===== src/hw/rtl/rdft_pkg.sv =====
// ----------------------------------------------------------------------------
// rdft_pkg
// Shared types, codes and constants of the running dft bin accumulator.
// ----------------------------------------------------------------------------
package rdft_pkg;

    // default sizes
    localparam int unsigned MAX_BINS_DEF         = 64;
    localparam int unsigned SINE_TABLE_DEPTH_DEF = 1024;
    localparam int unsigned ACC_WIDTH_DEF        = 48;

    // fixed field widths
    localparam int unsigned CMD_W      = 2;
    localparam int unsigned SAMPLE_W   = 16;
    localparam int unsigned TIME_W     = 32;
    localparam int unsigned PHASE_W    = 32;
    localparam int unsigned NF_W       = 6;
    localparam int unsigned BIN_IDX_W  = 6;
    localparam int unsigned SUM_W      = 48;
    localparam int unsigned TRIG_W     = 16;
    localparam int unsigned PROD_W     = 32;
    localparam int unsigned CFG_IDX_W  = 2;
    localparam int unsigned CFG_DATA_W = 32;

    // queue sizes
    localparam int unsigned ITEM_Q_DEPTH = 2;
    localparam int unsigned RES_Q_DEPTH  = 2;
    localparam int unsigned RES_CNT_W    = $clog2(RES_Q_DEPTH + 1);

    // pi/2 in unsigned q30
    localparam logic [63:0] HALF_PI_Q30 = 64'd1686629713;

    typedef enum logic [CMD_W-1:0] {
        CMD_ACCUM = 2'd0,
        CMD_DUMP  = 2'd1,
        CMD_CLEAR = 2'd2
    } cmd_t;

    typedef enum logic [CFG_IDX_W-1:0] {
        REG_PHASE_START    = 2'd0,
        REG_PHASE_STEP     = 2'd1,
        REG_FREQ_INTERVALS = 2'd2
    } reg_index_t;

    typedef enum logic [1:0] {
        ST_IDLE,
        ST_ACCUM,
        ST_DUMP,
        ST_DRAIN
    } back_state_t;

    typedef struct packed {
        logic [PHASE_W-1:0] phase_start;
        logic [PHASE_W-1:0] phase_step;
        logic [NF_W-1:0]    freq_intervals;
    } cfg_t;

    typedef struct packed {
        cmd_t                       cmd;
        logic signed [SAMPLE_W-1:0] sample;
        logic [TIME_W-1:0]          time_index;
    } item_t;

    typedef struct packed {
        logic [BIN_IDX_W-1:0]    bin_index;
        logic [PHASE_W-1:0]      bin_phase;
        logic signed [SUM_W-1:0] sum_real;
        logic signed [SUM_W-1:0] sum_imag;
        logic                    last;
    } result_t;

endpackage


===== src/hw/rtl/rdft_fifo.sv =====
// ----------------------------------------------------------------------------
// rdft_fifo
// Small register queue with occupancy count.
// ----------------------------------------------------------------------------
module rdft_fifo #(
    parameter int unsigned WIDTH = 8,
    parameter int unsigned DEPTH = 2
) (
    input  logic                       clk,
    input  logic                       rst_n,
    input  logic                       push,
    input  logic [WIDTH-1:0]           wdata,
    input  logic                       pop,
    output logic [WIDTH-1:0]           rdata,
    output logic                       full,
    output logic                       empty,
    output logic [$clog2(DEPTH+1)-1:0] count
);

    localparam int unsigned PTR_W = $clog2(DEPTH);
    localparam int unsigned CNT_W = $clog2(DEPTH + 1);

    logic [WIDTH-1:0] mem_reg [DEPTH];
    logic [PTR_W-1:0] wptr_reg, wptr_next;
    logic [PTR_W-1:0] rptr_reg, rptr_next;
    logic [CNT_W-1:0] cnt_reg, cnt_next;
    logic             do_push, do_pop;

    assign full    = (cnt_reg == CNT_W'(DEPTH));
    assign empty   = (cnt_reg == '0);
    assign count   = cnt_reg;
    assign rdata   = mem_reg[rptr_reg];
    assign do_push = push && !full;
    assign do_pop  = pop && !empty;

    always_comb
    begin
        wptr_next = wptr_reg;
        rptr_next = rptr_reg;
        cnt_next  = cnt_reg;
        if (do_push)
        begin
            wptr_next = (wptr_reg == PTR_W'(DEPTH - 1)) ? '0 : PTR_W'(wptr_reg + 1'b1);
        end
        if (do_pop)
        begin
            rptr_next = (rptr_reg == PTR_W'(DEPTH - 1)) ? '0 : PTR_W'(rptr_reg + 1'b1);
        end
        if (do_push && !do_pop)
        begin
            cnt_next = CNT_W'(cnt_reg + 1'b1);
        end
        else if (do_pop && !do_push)
        begin
            cnt_next = CNT_W'(cnt_reg - 1'b1);
        end
    end

    always_ff @(posedge clk or negedge rst_n)
    begin
        if (!rst_n)
        begin
            wptr_reg <= '0;
            rptr_reg <= '0;
            cnt_reg  <= '0;
        end
        else
        begin
            wptr_reg <= wptr_next;
            rptr_reg <= rptr_next;
            cnt_reg  <= cnt_next;
        end
    end

    always_ff @(posedge clk)
    begin
        if (do_push)
        begin
            mem_reg[wptr_reg] <= wdata;
        end
    end

endmodule


===== src/hw/rtl/rdft_front.sv =====
// ----------------------------------------------------------------------------
// rdft_front
// Input side: takes transactions, drops the reserved command and queues the
// rest for the bin engine.
// ----------------------------------------------------------------------------
module rdft_front (
    input  logic                                 clk,
    input  logic                                 rst_n,
    input  logic                                 in_valid,
    output logic                                 in_stall,
    input  logic [rdft_pkg::CMD_W-1:0]           cmd,
    input  logic signed [rdft_pkg::SAMPLE_W-1:0] sample,
    input  logic [rdft_pkg::TIME_W-1:0]          time_index,
    output logic                                 item_valid,
    output rdft_pkg::item_t                      item,
    input  logic                                 item_pop
);

    localparam int unsigned ITEM_W = $bits(rdft_pkg::item_t);

    rdft_pkg::item_t   item_in;
    logic [ITEM_W-1:0] q_rdata;
    logic              q_full, q_empty;
    logic              known, push;

    always_comb
    begin
        unique case (cmd) inside
            rdft_pkg::CMD_ACCUM, rdft_pkg::CMD_DUMP, rdft_pkg::CMD_CLEAR: known = 1'b1;
            default: known = 1'b0;
        endcase
    end

    always_comb
    begin
        item_in.cmd        = rdft_pkg::cmd_t'(cmd);
        item_in.sample     = sample;
        item_in.time_index = time_index;
    end

    assign in_stall   = q_full;
    // reserved command is consumed with no effect
    assign push       = in_valid && !q_full && known;
    assign item_valid = !q_empty;
    assign item       = rdft_pkg::item_t'(q_rdata);

    rdft_fifo #(
        .WIDTH (ITEM_W),
        .DEPTH (rdft_pkg::ITEM_Q_DEPTH)
    ) u_item_q (
        .clk   (clk),
        .rst_n (rst_n),
        .push  (push),
        .wdata (item_in),
        .pop   (item_pop),
        .rdata (q_rdata),
        .full  (q_full),
        .empty (q_empty),
        .count ()
    );

endmodule


===== config.mk =====
export PLATFORM = sky130hd
export DESIGN_NAME = rdft_front
export DESIGN_NICKNAME = d
export VERILOG_FILES = /design/src/hw/rtl/rdft_pkg.sv /design/src/hw/rtl/rdft_fifo.sv /design/src/hw/rtl/rdft_front.sv
export SDC_FILE = /design/constraint.sdc
export NUM_CORES = 1
export LEC_CHECK = 0
export ABC_AREA = 1
export BUFFER_PORTS_ARGS = -buffer_cell sky130_fd_sc_hd__buf_2
export CAP_MARGIN = 40
export CORE_MARGIN = 5
export CORE_UTILIZATION = 45
export DETAILED_ROUTE_END_ITERATION = 8
export GPL_TIMING_DRIVEN = 0
export PLACE_DENSITY = 0.7
export REMOVE_ABC_BUFFERS = 1
export SLEW_MARGIN = 20
export SYNTH_ARGS = -nofsm -noshare
export SYNTH_HDL_FRONTEND = slang
export SYNTH_SLANG_ARGS = --single-unit

===== constraint.sdc =====
create_clock -name clk -period 4.2 [get_ports clk]
set_input_delay 0.84 -clock clk [delete_from_list [all_inputs] [get_ports clk]]
set_output_delay 0.84 -clock clk [all_outputs]
set_load 0.03 [all_outputs]

==> out/results.tsv <==
metric	value	unit
status	finished, final reports clean	
register area share after synthesis	79.2	%
clk root buf	clkbuf_8	
Post-CTS Setup Inserts	0	
vias	2371	
grt ovf	0	
post_cts resized	0	
GRT Util Overall	14.3	%
post-layout util	55.5	%
Clock Tree Buf Depth	2	
CP startpoint kind	flip-flop	
Sw Ratio	42.5	%
sequential fraction of design power	42.3	%
Max VDD drop	0.000495	V
wire per inst	14.3	um
slowest cell delay on critical path	0.58	ns
I/O pin count	106	
worst hold-check path type	input pin to asynchronous set/reset pin	
Setup crit end kind	primary output	
Antenna diodes	0	
I/O Buffers	105	
P_leak	2.06	nW
CP Class	flip-flop to primary output	
total clock sinks	104	
clock skew	0.0102	ns
Most Frequent Cell on Critical Path	nand2_1	
H-tree levels	3	
Post-Syn Area	3920	um2
Worst path slowest cell	dfrtp_2	
DRC	0	
syn_area_per_cell	13.3	um2
Routability Congestion	0.774	
Largest delay share family, worst path	buffers and inverters	
M1 WL	3050	um
Final period util	68.2	%
Hold-fix buffers, CTS	0	
Syn. warnings	0	
Starting Density	45.6	%
Via density	4.59	
final slew viol count	0	
vias in the first global route	2348	
clock share of power	16.1	%
cts bufs inserted	9	
Synth Instances	295	
RSZ-0062 raised after global routing	false	
sw power	1.44	mW
worst hold slack	0.285	ns
setup violators final	0	
Slew HR	53.6	%
Die X	103	um
worst path required time	3.36	ns
design area	4770	um2
worst path cell trace	buf_12 -> inv_4 -> nand2_1 -> nand2_1 -> buf_2	
total routed wirelength	7390	um
crit path buf inv count	3	
antenna viol nets, final	0	
pin slew with the least headroom to its limit	0.696	ns
Final Hold Viols	0	
Comb power frac	41.6	%
share of layout cells above drive strength 1	33.0	%
initial antenna violation count	0	
Area after DPL	4600	um2
Core ar.	8590	um2
Clock Latency Late Sink	0.35	ns
Seq cells post-synth	104	
Final Critical Period	2.86	ns
Setup TNS Final	0	ns
Die Area	10700	um2
top routing layer used	met4	
first-pass GRT wire length	11400	um
internal power	1.95	mW
CP arrival	2.02	ns
Power Density	713	nW/um2
CTS tree	built	
Die Ht	103	um
commonest non-fill, non-tap cell in the layout	nand2_1	
Max FO, Critical Path	51	
Pre-Repair DR Iteration Count	4	
Netlist cell types	17	
Max Fclk	349	MHz
most frequent cells in the layout	160 x nand2_1, 105 x buf_2, 100 x edfxtp_1, 9 x clkbuf_8	
post-route setup slack	1.34	ns
largest net degree at the start of global routing	52	
cell row count	34	
hpwl dp	4900	um
WL met3	439	um
pre-CTS setup slack	1.67	ns
met2 routed WL	3820	um
Syn-to-layout area delta	21.7	%
Worst-path clk slew	0.09	ns
max-cap violations	0	
max reg flops	100	
initial DRC count	75	
fin nets	459	
==> cells by family (layout without fill, tap and decap cells) <==
kind of cell,after synthesis,after routing,share of synthesized area (%)
AND/OR/NAND/NOR,171,171,17.2
flip-flops,104,104,79.2
adder cells (fa/ha/maj),1,1,0.319
buffers and inverters,18,132,3.10
XOR/XNOR,1,1,0.224
==> layout make-up <==
type	count	area, um2
clock buffer	10	128
multi-input combinational	173	702
clock inverter	6	42.5
sequential	104	3100
inverter	7	28.8
timing repair buffer	109	628
tap	108	135
fill	727	3820
==> cells in the mapped netlist <==
| cell | instances | area, um2 |
|---|---|---|
| ha_1 | 1 | 12.5 |
| nor2_1 | 1 | 3.75 |
| nand2_1 | 160 | 601 |
| buf_6 | 6 | 67.6 |
| buf_2 | 5 | 25.0 |
| nor2_2 | 1 | 6.26 |
| xnor2_1 | 1 | 8.76 |
| edfxtp_1 | 100 | 3000 |
| inv_1 | 3 | 11.3 |
| inv_4 | 1 | 6.26 |
| nand4_1 | 1 | 6.26 |
| dfrtp_1 | 4 | 100 |
| nand2_4 | 1 | 11.3 |
| nand3_1 | 3 | 15.0 |
| nand2_2 | 3 | 18.8 |
| nor2_4 | 1 | 11.3 |
| inv_2 | 3 | 11.3 |
==> power by group through the flow <==
| stage | clock [mW] | sequential, mW | combinational [mW] |
|---|---|---|---|
| 2_1_floorplan | 0 | 1.47 | 0.928 |
| 3_3_place_gp | 0 | 1.52 | 1.31 |
| 3_5_place_dp | 0 | 1.46 | 1.44 |
| 4_1_cts | 0.567 | 1.44 | 1.44 |
| 5_1_grt | 0.615 | 1.46 | 1.55 |
| 6_report | 0.547 | 1.44 | 1.41 |
==> metrics by stage <==
step / total power [mW] / cells
after floorplan: 2.40 / 284
after global placement: 2.83 / 497
after detailed placement: 2.90 / 501
after CTS: 3.45 / 517
after global routing: 3.62 / 517
final: 3.40 / 517
==> layer usage <==
metal / GRT usage [%] / up-vias
met4: 4.98 / 0
met2: 25.6 / 63
met1: 16.7 / 1100
li1: - / 1200
met3: 3.42 / 8
met5: 0 / -
==> worst paths after layout <==
kind | endpoint | cells after the start | slack, ns | start
max in group asynchronous | u_item_q.rptr_reg | 1 | 3.78 | rst_n
min in group clk | u_item_q.wptr_reg | 2 | 0.51 | u_item_q.wptr_reg
min reg2reg | u_item_q.wptr_reg | 2 | 0.51 | u_item_q.wptr_reg
min | u_item_q.count[0] | 1 | 0.28 | rst_n
max | item[5] | 5 | 1.34 | u_item_q.rptr_reg
max reg2reg | u_item_q.mem_reg[1][10] | 6 | 2.33 | u_item_q.count[0]
Power figures use the tool's default switching activity.
