==> config.mk <==
export PLATFORM = sky130hd
export DESIGN_NAME = rdft_fifo
export DESIGN_NICKNAME = d
export VERILOG_FILES = /design/src/hw/rtl/rdft_fifo.sv
export SDC_FILE = /design/constraint.sdc
export NUM_CORES = 1
export LEC_CHECK = 0
export BUFFER_PORTS_ARGS = -buffer_cell sky130_fd_sc_hd__buf_2
export CAP_MARGIN = 30
export CORE_MARGIN = 10
export CORE_UTILIZATION = 30
export CTS_BUF_LIST = sky130_fd_sc_hd__clkbuf_4 sky130_fd_sc_hd__clkbuf_8
export CTS_CLUSTER_SIZE = 14
export DETAILED_ROUTE_END_ITERATION = 10
export PLACE_DENSITY = 0.49
export SYNTH_ARGS = -nofsm -noshare
export SYNTH_HDL_FRONTEND = slang
export SYNTH_SLANG_ARGS = --single-unit
==> constraint.sdc <==
create_clock -name clk -period 1.8 [get_ports clk]
set_input_delay 0.09 -clock clk [delete_from_list [all_inputs] [get_ports clk]]
set_output_delay 0.09 -clock clk [all_outputs]
set_load 0.05 [all_outputs]
==> src/hw/rtl/rdft_fifo.sv <==
// ----------------------------------------------------------------------------
// rdft_fifo
// Small register queue with occupancy count.
// ----------------------------------------------------------------------------
module rdft_fifo #(
    parameter int unsigned WIDTH = 8,
    parameter int unsigned DEPTH = 2
) (
    input  logic                       clk,
    input  logic                       rst_n,
    input  logic                       push,
    input  logic [WIDTH-1:0]           wdata,
    input  logic                       pop,
    output logic [WIDTH-1:0]           rdata,
    output logic                       full,
    output logic                       empty,
    output logic [$clog2(DEPTH+1)-1:0] count
);

    localparam int unsigned PTR_W = $clog2(DEPTH);
    localparam int unsigned CNT_W = $clog2(DEPTH + 1);

    logic [WIDTH-1:0] mem_reg [DEPTH];
    logic [PTR_W-1:0] wptr_reg, wptr_next;
    logic [PTR_W-1:0] rptr_reg, rptr_next;
    logic [CNT_W-1:0] cnt_reg, cnt_next;
    logic             do_push, do_pop;

    assign full    = (cnt_reg == CNT_W'(DEPTH));
    assign empty   = (cnt_reg == '0);
    assign count   = cnt_reg;
    assign rdata   = mem_reg[rptr_reg];
    assign do_push = push && !full;
    assign do_pop  = pop && !empty;

    always_comb
    begin
        wptr_next = wptr_reg;
        rptr_next = rptr_reg;
        cnt_next  = cnt_reg;
        if (do_push)
        begin
            wptr_next = (wptr_reg == PTR_W'(DEPTH - 1)) ? '0 : PTR_W'(wptr_reg + 1'b1);
        end
        if (do_pop)
        begin
            rptr_next = (rptr_reg == PTR_W'(DEPTH - 1)) ? '0 : PTR_W'(rptr_reg + 1'b1);
        end
        if (do_push && !do_pop)
        begin
            cnt_next = CNT_W'(cnt_reg + 1'b1);
        end
        else if (do_pop && !do_push)
        begin
            cnt_next = CNT_W'(cnt_reg - 1'b1);
        end
    end

    always_ff @(posedge clk or negedge rst_n)
    begin
        if (!rst_n)
        begin
            wptr_reg <= '0;
            rptr_reg <= '0;
            cnt_reg  <= '0;
        end
        else
        begin
            wptr_reg <= wptr_next;
            rptr_reg <= rptr_next;
            cnt_reg  <= cnt_next;
        end
    end

    always_ff @(posedge clk)
    begin
        if (do_push)
        begin
            mem_reg[wptr_reg] <= wdata;
        end
    end

endmodule

==> run_results.csv, run 1 <==
group,metric,value,unit
synthesis,yosysWarnings,0,
sta,period_minus_slack,1.59,ns
worst_setup_path,cp_num_buf_inv,1,
floorplan,core_area,2480,sq um
worst_hold_path,min_path_type,"in -> reg",
synthesis,synth_seq_cells,20,
global_route,antenna_found_initial,0,
cts,htreeDepth,1,
sta,tightest_slew,0.412,ns
sta,finalSetupViolCount,0,
sta,skew,0.000835,ns
synthesis,synth.distinct_cells,15,
global_route,grt_pass1_wl,2500,um
sta,fmax,0.628,GHz
power,pwr-share-clk,17.6,%
finish,final_common_cell,"buf_2",
cts,post_cts_resize_count,0,
detailed_routing,wl_per_cell,13.1,um
cts,cts_tree,"done",
power,switchingPower,0.000889,W
worst_setup_path,path_cells,"mux2_2, buf_2",
worst_setup_path,crit_family,"flip-flops",
cts,numCtsBuffers,3,
power,power_density,1880,nW/um^2
synthesis,yosysSeqAreaShare,74.2,%
finish,largest_register_ffs,16,
synthesis,synth_top_area_share,61.4,%
finish,num_antenna_cells,0,
sta,maxSlewViolCount,0,
floorplan,fp.dieH,71.1,um
synthesis,synth_top_cell_by_area,"edfxtp_1",
cts,root_buffer,"clkbuf_4",
sta,period_share,88.5,%
synthesis,synth_area_leaders,"edfxtp_1 61%, dfrtp_1 13%, mux2_1 8.6%, mux2_2 2.9%, xnor2_1 2.2%",
global_route,grt_max_degree,13,
finish,area_delta_synth_final,39.0,%
finish,layout.nets,95,
worst_setup_path,cp_max_fo,9,
finish,seqCellArea,581,sq um
place,postPlaceCellArea,945,sq um
detailed_routing,drc,0,
worst_setup_path,end_kind,"output pin",
power,seqPwrFrac,36.7,%
detailed_routing,ant_nets,0,
floorplan,ioPinCount,24,
worst_setup_path,critPathLaunchType,"register",
worst_setup_path,crit_slowest_cell,"dfrtp_1",
floorplan,core.rowCount,18,
floorplan,initial_core_util,31.6,%
synthesis,avgSynthCellArea,17.8,sq um
run,drv_cap,0,
global_route,grt_pass1_vias,544,
sta,final_hold_viol_count,0,
sta,rsz0062_at_grt,"no",
detailed_routing,via_per_inst,4.11,
finish,layout_common_cells,"23 x buf_2, 16 x edfxtp_1, 9 x dlygate4sd3_1",
worst_setup_path,slowest_delay,0.61,ns
detailed_routing,routed_wl,1450,um
finish,multi_input_area,189,sq um
place,portBuffers,23,
power,p_leak,0.458,nW
worst_setup_path,critical_path_arrival,1.50,ns
sta,finalSetupTns,0,ns
cts,clock-sinks,20,
synthesis,syn_nets,57,
worst_setup_path,cp.required,1.71,ns
cts,cts_buffer_depth,2,
place,hpwl,1090,um
power,ir_drop,1050,uV
power,p_comb_share,45.7,%
detailed_routing,vias,456,
synthesis,syn-cell-area,782,sq um
synthesis,synthCells,44,
status,status,"finished clean",
worst_setup_path,path_class,"reg -> out",
power,p_int,0.00116,W
detailed_routing,drtPass1Iterations,4,
global_route,grt_use_total,6.21,%
power,switching_share,43.5,%
cts,clock_latency,0.29,ns
finish,drive_above_1_share,40.7,%
place,place.gp.congestion,0.636,
detailed_routing,drt_iter0_markers,14,
sta,slew_headroom,72.5,%
floorplan,die_x,71.1,um
global_route,grt-ovfl-total,0,
finish,n_fill_cell,246,
floorplan,die_area,5050,sq um
finish,fin_area,1090,sq um
cts,clk_pin_slew,0.11,ns
## layer usage
metal  track usage (%)  wire length (um)
met3              1.67                79
met4              4.52                31
met1              6.63               627
met5                 0                 0
met2              10.3               712
## power groups by stage
stage	Combinational, W	Sequential [W]	Clock [W]
floorplan	0.000683	0.000793	0
finish	0.000935	0.000750	0.000359
CTS	0.000954	0.000757	0.000369
global placement	0.000934	0.000760	0
detailed placement	0.000936	0.000766	0
global route	0.00100	0.000778	0.000386
## per-stage QoR
| stage | hold slack [ns] | power [W] | cells | setup WS [ns] | util, % |
|---|---|---|---|---|---|
| finish | 0.0795 | 0.00204 | 111 | 0.208 | 43.9 |
| global route | 0.0800 | 0.00217 | 111 | 0.107 | 43.9 |
| CTS | 0.0722 | 0.00208 | 111 | 0.171 | 43.9 |
| detailed placement | -0.0972 | 0.00170 | 98 | 0.323 | 38.1 |
| global placement | -0.0956 | 0.00169 | 98 | 0.361 | 38.1 |
| floorplan | -0.206 | 0.00148 | 44 | 0.0462 | - |
## cells by family after synthesis
logic type | count (synthesis) | synth area share [%]
flops | 20 | 74.2
mux | 8 | 11.5
simple gates | 6 | 3.84
xor+xnor | 5 | 6.56
buf+inv | 3 | 1.60
compound gates | 1 | 0.639
fa+ha+maj | 1 | 1.60
## final cells by class
cell class | instances | share of cell area [%]
clock buffer | 3 | 2.07
inverter | 2 | 0.690
multi-input combinational | 21 | 17.4
sequential | 20 | 53.4
timing repair buffer | 34 | 20.3
clock inverter | 1 | 2.76
tap | 30 | 3.45
## cell usage after synthesis
library cell,instances
xnor2_1,2
dfrtp_1,4
xor2_1,2
xnor2_2,1
nand2_2,1
ha_1,1
edfxtp_1,16
o21ai_1,1
mux2_1,6
inv_1,2
nand2b_1,1
nor2_1,3
and3_1,1
mux2_2,2
buf_2,1
## repair_timing
action	4_1_cts	5_1_grt
hold endpoints to repair	20	0
hold buffers	9	0
setup buffers	0	0
## tightest hold or removal path, stage by stage
cell	delay [ns]
buf_2	0.11
nand2_2	0.09
xnor2_2	0.06
## path summary, 6_finish.rpt
check	from	endpoint	slack (ns)	cells past startpoint
max in group asynchronous	rst_n	rptr_reg$_DFFE_PN0P_	1.57	2
min reg2reg	wptr_reg$_DFFE_PN0N_	wptr_reg$_DFFE_PN0N_	0.52	1
max	rptr_reg$_DFFE_PN0P_	rdata[2]	0.21	2
min in group asynchronous	rst_n	count[0]$_DFFE_PN0P_	0.11	2
min	push	wptr_reg$_DFFE_PN0N_	0.08	3
max reg2reg	count[0]$_DFFE_PN0P_	count[1]$_DFFE_PN0P_	0.31	6
(Power assumes the default switching activity.)
==> run 2, diff against run 1 <==
- CELL_PAD_IN_SITES_DETAIL_PLACEMENT: not set -> 1
- CELL_PAD_IN_SITES_GLOBAL_PLACEMENT: not set -> 2
- PLACE_DENSITY: 0.49 -> 0.67
==> run_results.csv, run 2 (synthesis results as in run 1) <==
group,metric,value,unit
detailed_routing,wl_per_cell,16.1,um
run,drv_cap,0,
sta,period_minus_slack,1.58,ns
detailed_routing,ant_nets,0,
cts,clock_latency,0.29,ns
sta,finalSetupTns,0,ns
power,p_leak,0.439,nW
detailed_routing,wl_met3,146,um
sta,slew_headroom,72.3,%
finish,multi_input_area,189,sq um
worst_setup_path,slowest_delay,0.60,ns
cts,root_buffer,"clkbuf_4",
place,place.gp.congestion,0.700,
sta,period_share,87.6,%
finish,num_antenna_cells,0,
sta,maxSlewViolCount,0,
place,hpwl,1250,um
finish,largest_register_ffs,16,
cts,cts_setup_buffers,0,
cts,cts_hold_buf,9,
sta,skew,0.00161,ns
sta,fin_ws,0.223,ns
status,status,"finished clean",
detailed_routing,routed_wl,1750,um
cts,clock-sinks,20,
worst_setup_path,critical_path_arrival,1.49,ns
floorplan,die_area,5050,sq um
sta,final_hold_viol_count,0,
global_route,grt-ovfl-total,0,
detailed_routing,dr_wl_met2,971,um
detailed_routing,drt_iter0_markers,14,
power,power_density,1810,nW/um^2
global_route,grt_pass1_vias,569,
cts,numCtsBuffers,3,
floorplan,core_area,2480,sq um
global_route,antenna_found_initial,0,
finish,final_cells,109,
global_route,grt_use_total,7.25,%
worst_setup_path,path_class,"reg -> out",
place,portBuffers,23,
detailed_routing,vias,488,
sta,fmax,0.634,GHz
floorplan,core.rowCount,18,
worst_hold_path,min_path_type,"in -> reg",
cts,clk_pin_slew,0.10,ns
cts,htreeDepth,1,
finish,layout_common_cells,"23 x buf_2, 16 x edfxtp_1, 9 x dlygate4sd3_1",
cts,cts_buffer_depth,2,
finish,seqCellArea,581,sq um
finish,n_fill_cell,276,
detailed_routing,wl_met1,626,um
worst_setup_path,cp_max_fo,9,
place,pre_cts_ws,0.278,ns
floorplan,die_x,71.1,um
floorplan,initial_core_util,31.6,%
floorplan,ioPinCount,24,
worst_setup_path,path_cells,"mux2_1, buf_2",
worst_setup_path,critPathLaunchType,"register",
global_route,grt_pass1_wl,2860,um
detailed_routing,via_per_inst,4.48,
worst_setup_path,cp.required,1.71,ns
finish,area_delta_synth_final,34.2,%
place,dp.cells,97,
finish,layout.nets,94,
worst_setup_path,crit_slowest_cell,"dfrtp_1",
finish,drive_above_1_share,39.2,%
sta,hold_slack,0.0980,ns
detailed_routing,drtPass1Iterations,2,
power,ir_drop,1050,uV
cts,cts_tree,"done",
detailed_routing,routed.top_layer,"met4",
finish,final_common_cell,"buf_2",
global_route,grt_max_degree,11,
sta,tightest_slew,0.415,ns
sta,finalSetupViolCount,0,
sta,rsz0062_at_grt,"no",
detailed_routing,drc,0,
worst_setup_path,end_kind,"output pin",
floorplan,fp.dieH,71.1,um
cts,post_cts_resize_count,0,
run 2: changes by cell type in the layout (fill, tap and decap cells not counted), sizes merged:
cell    before  now
buf         25   24
bufinv       1    0
run 2: final cells by class:
class                      count  area share, %
clock buffer                   3           2.15
inverter                       2          0.715
multi-input combinational     21           18.0
sequential                    20           55.3
tap                           30           3.58
timing repair buffer          33           20.3
run 2: final timing paths:
| check | from | depth (start not counted) | slack (ns) | end |
|---|---|---|---|---|
| max | rptr_reg$_DFFE_PN0P_ | 2 | 0.22 | rdata[6] |
| min | push | 3 | 0.1 | wptr_reg$_DFFE_PN0N_ |
| max reg2reg | count[0]$_DFFE_PN0P_ | 7 | 0.28 | count[1]$_DFFE_PN0P_ |
| min reg2reg | count[1]$_DFFE_PN0P_ | 1 | 0.55 | count[1]$_DFFE_PN0P_ |
| max in group asynchronous | rst_n | 2 | 1.54 | rptr_reg$_DFFE_PN0P_ |
| min in group asynchronous | rst_n | 2 | 0.13 | count[0]$_DFFE_PN0P_ |
run 2: critical path: cells and delay by family, from the launching register on:
family,cells,cell delay (ns)
flip-flops,1,0.60
multiplexers,1,0.38
buffers and inverters,1,0.22
run 2: report_power, final:
| group | total, W | switching [W] | internal [W] |
|---|---|---|---|
| Combinational | 0.000939 | 0.000662 | 0.000277 |
| Clock | 0.000199 | 0.000121 | 0.0000777 |
| Sequential | 0.000758 | 0.000111 | 0.000646 |
run 2: stage by stage:
step	util (%)	instance area, sq um	total power [W]
finish	42.4	1050	0.00190
CTS	42.4	1050	0.00193
floorplan	-	782	0.00148
global route	42.4	1050	0.00202
detailed placement	37.8	937	0.00171
global placement	37.8	937	0.00169
run 2: routing by layer:
metal | vias to the layer above | GRT usage [%]
met2 | 15 | 13.6
met4 | 0 | 2.58
met1 | 242 | 6.61
met3 | 2 | 3.35
li1 | 229 | -
met5 | - | 0
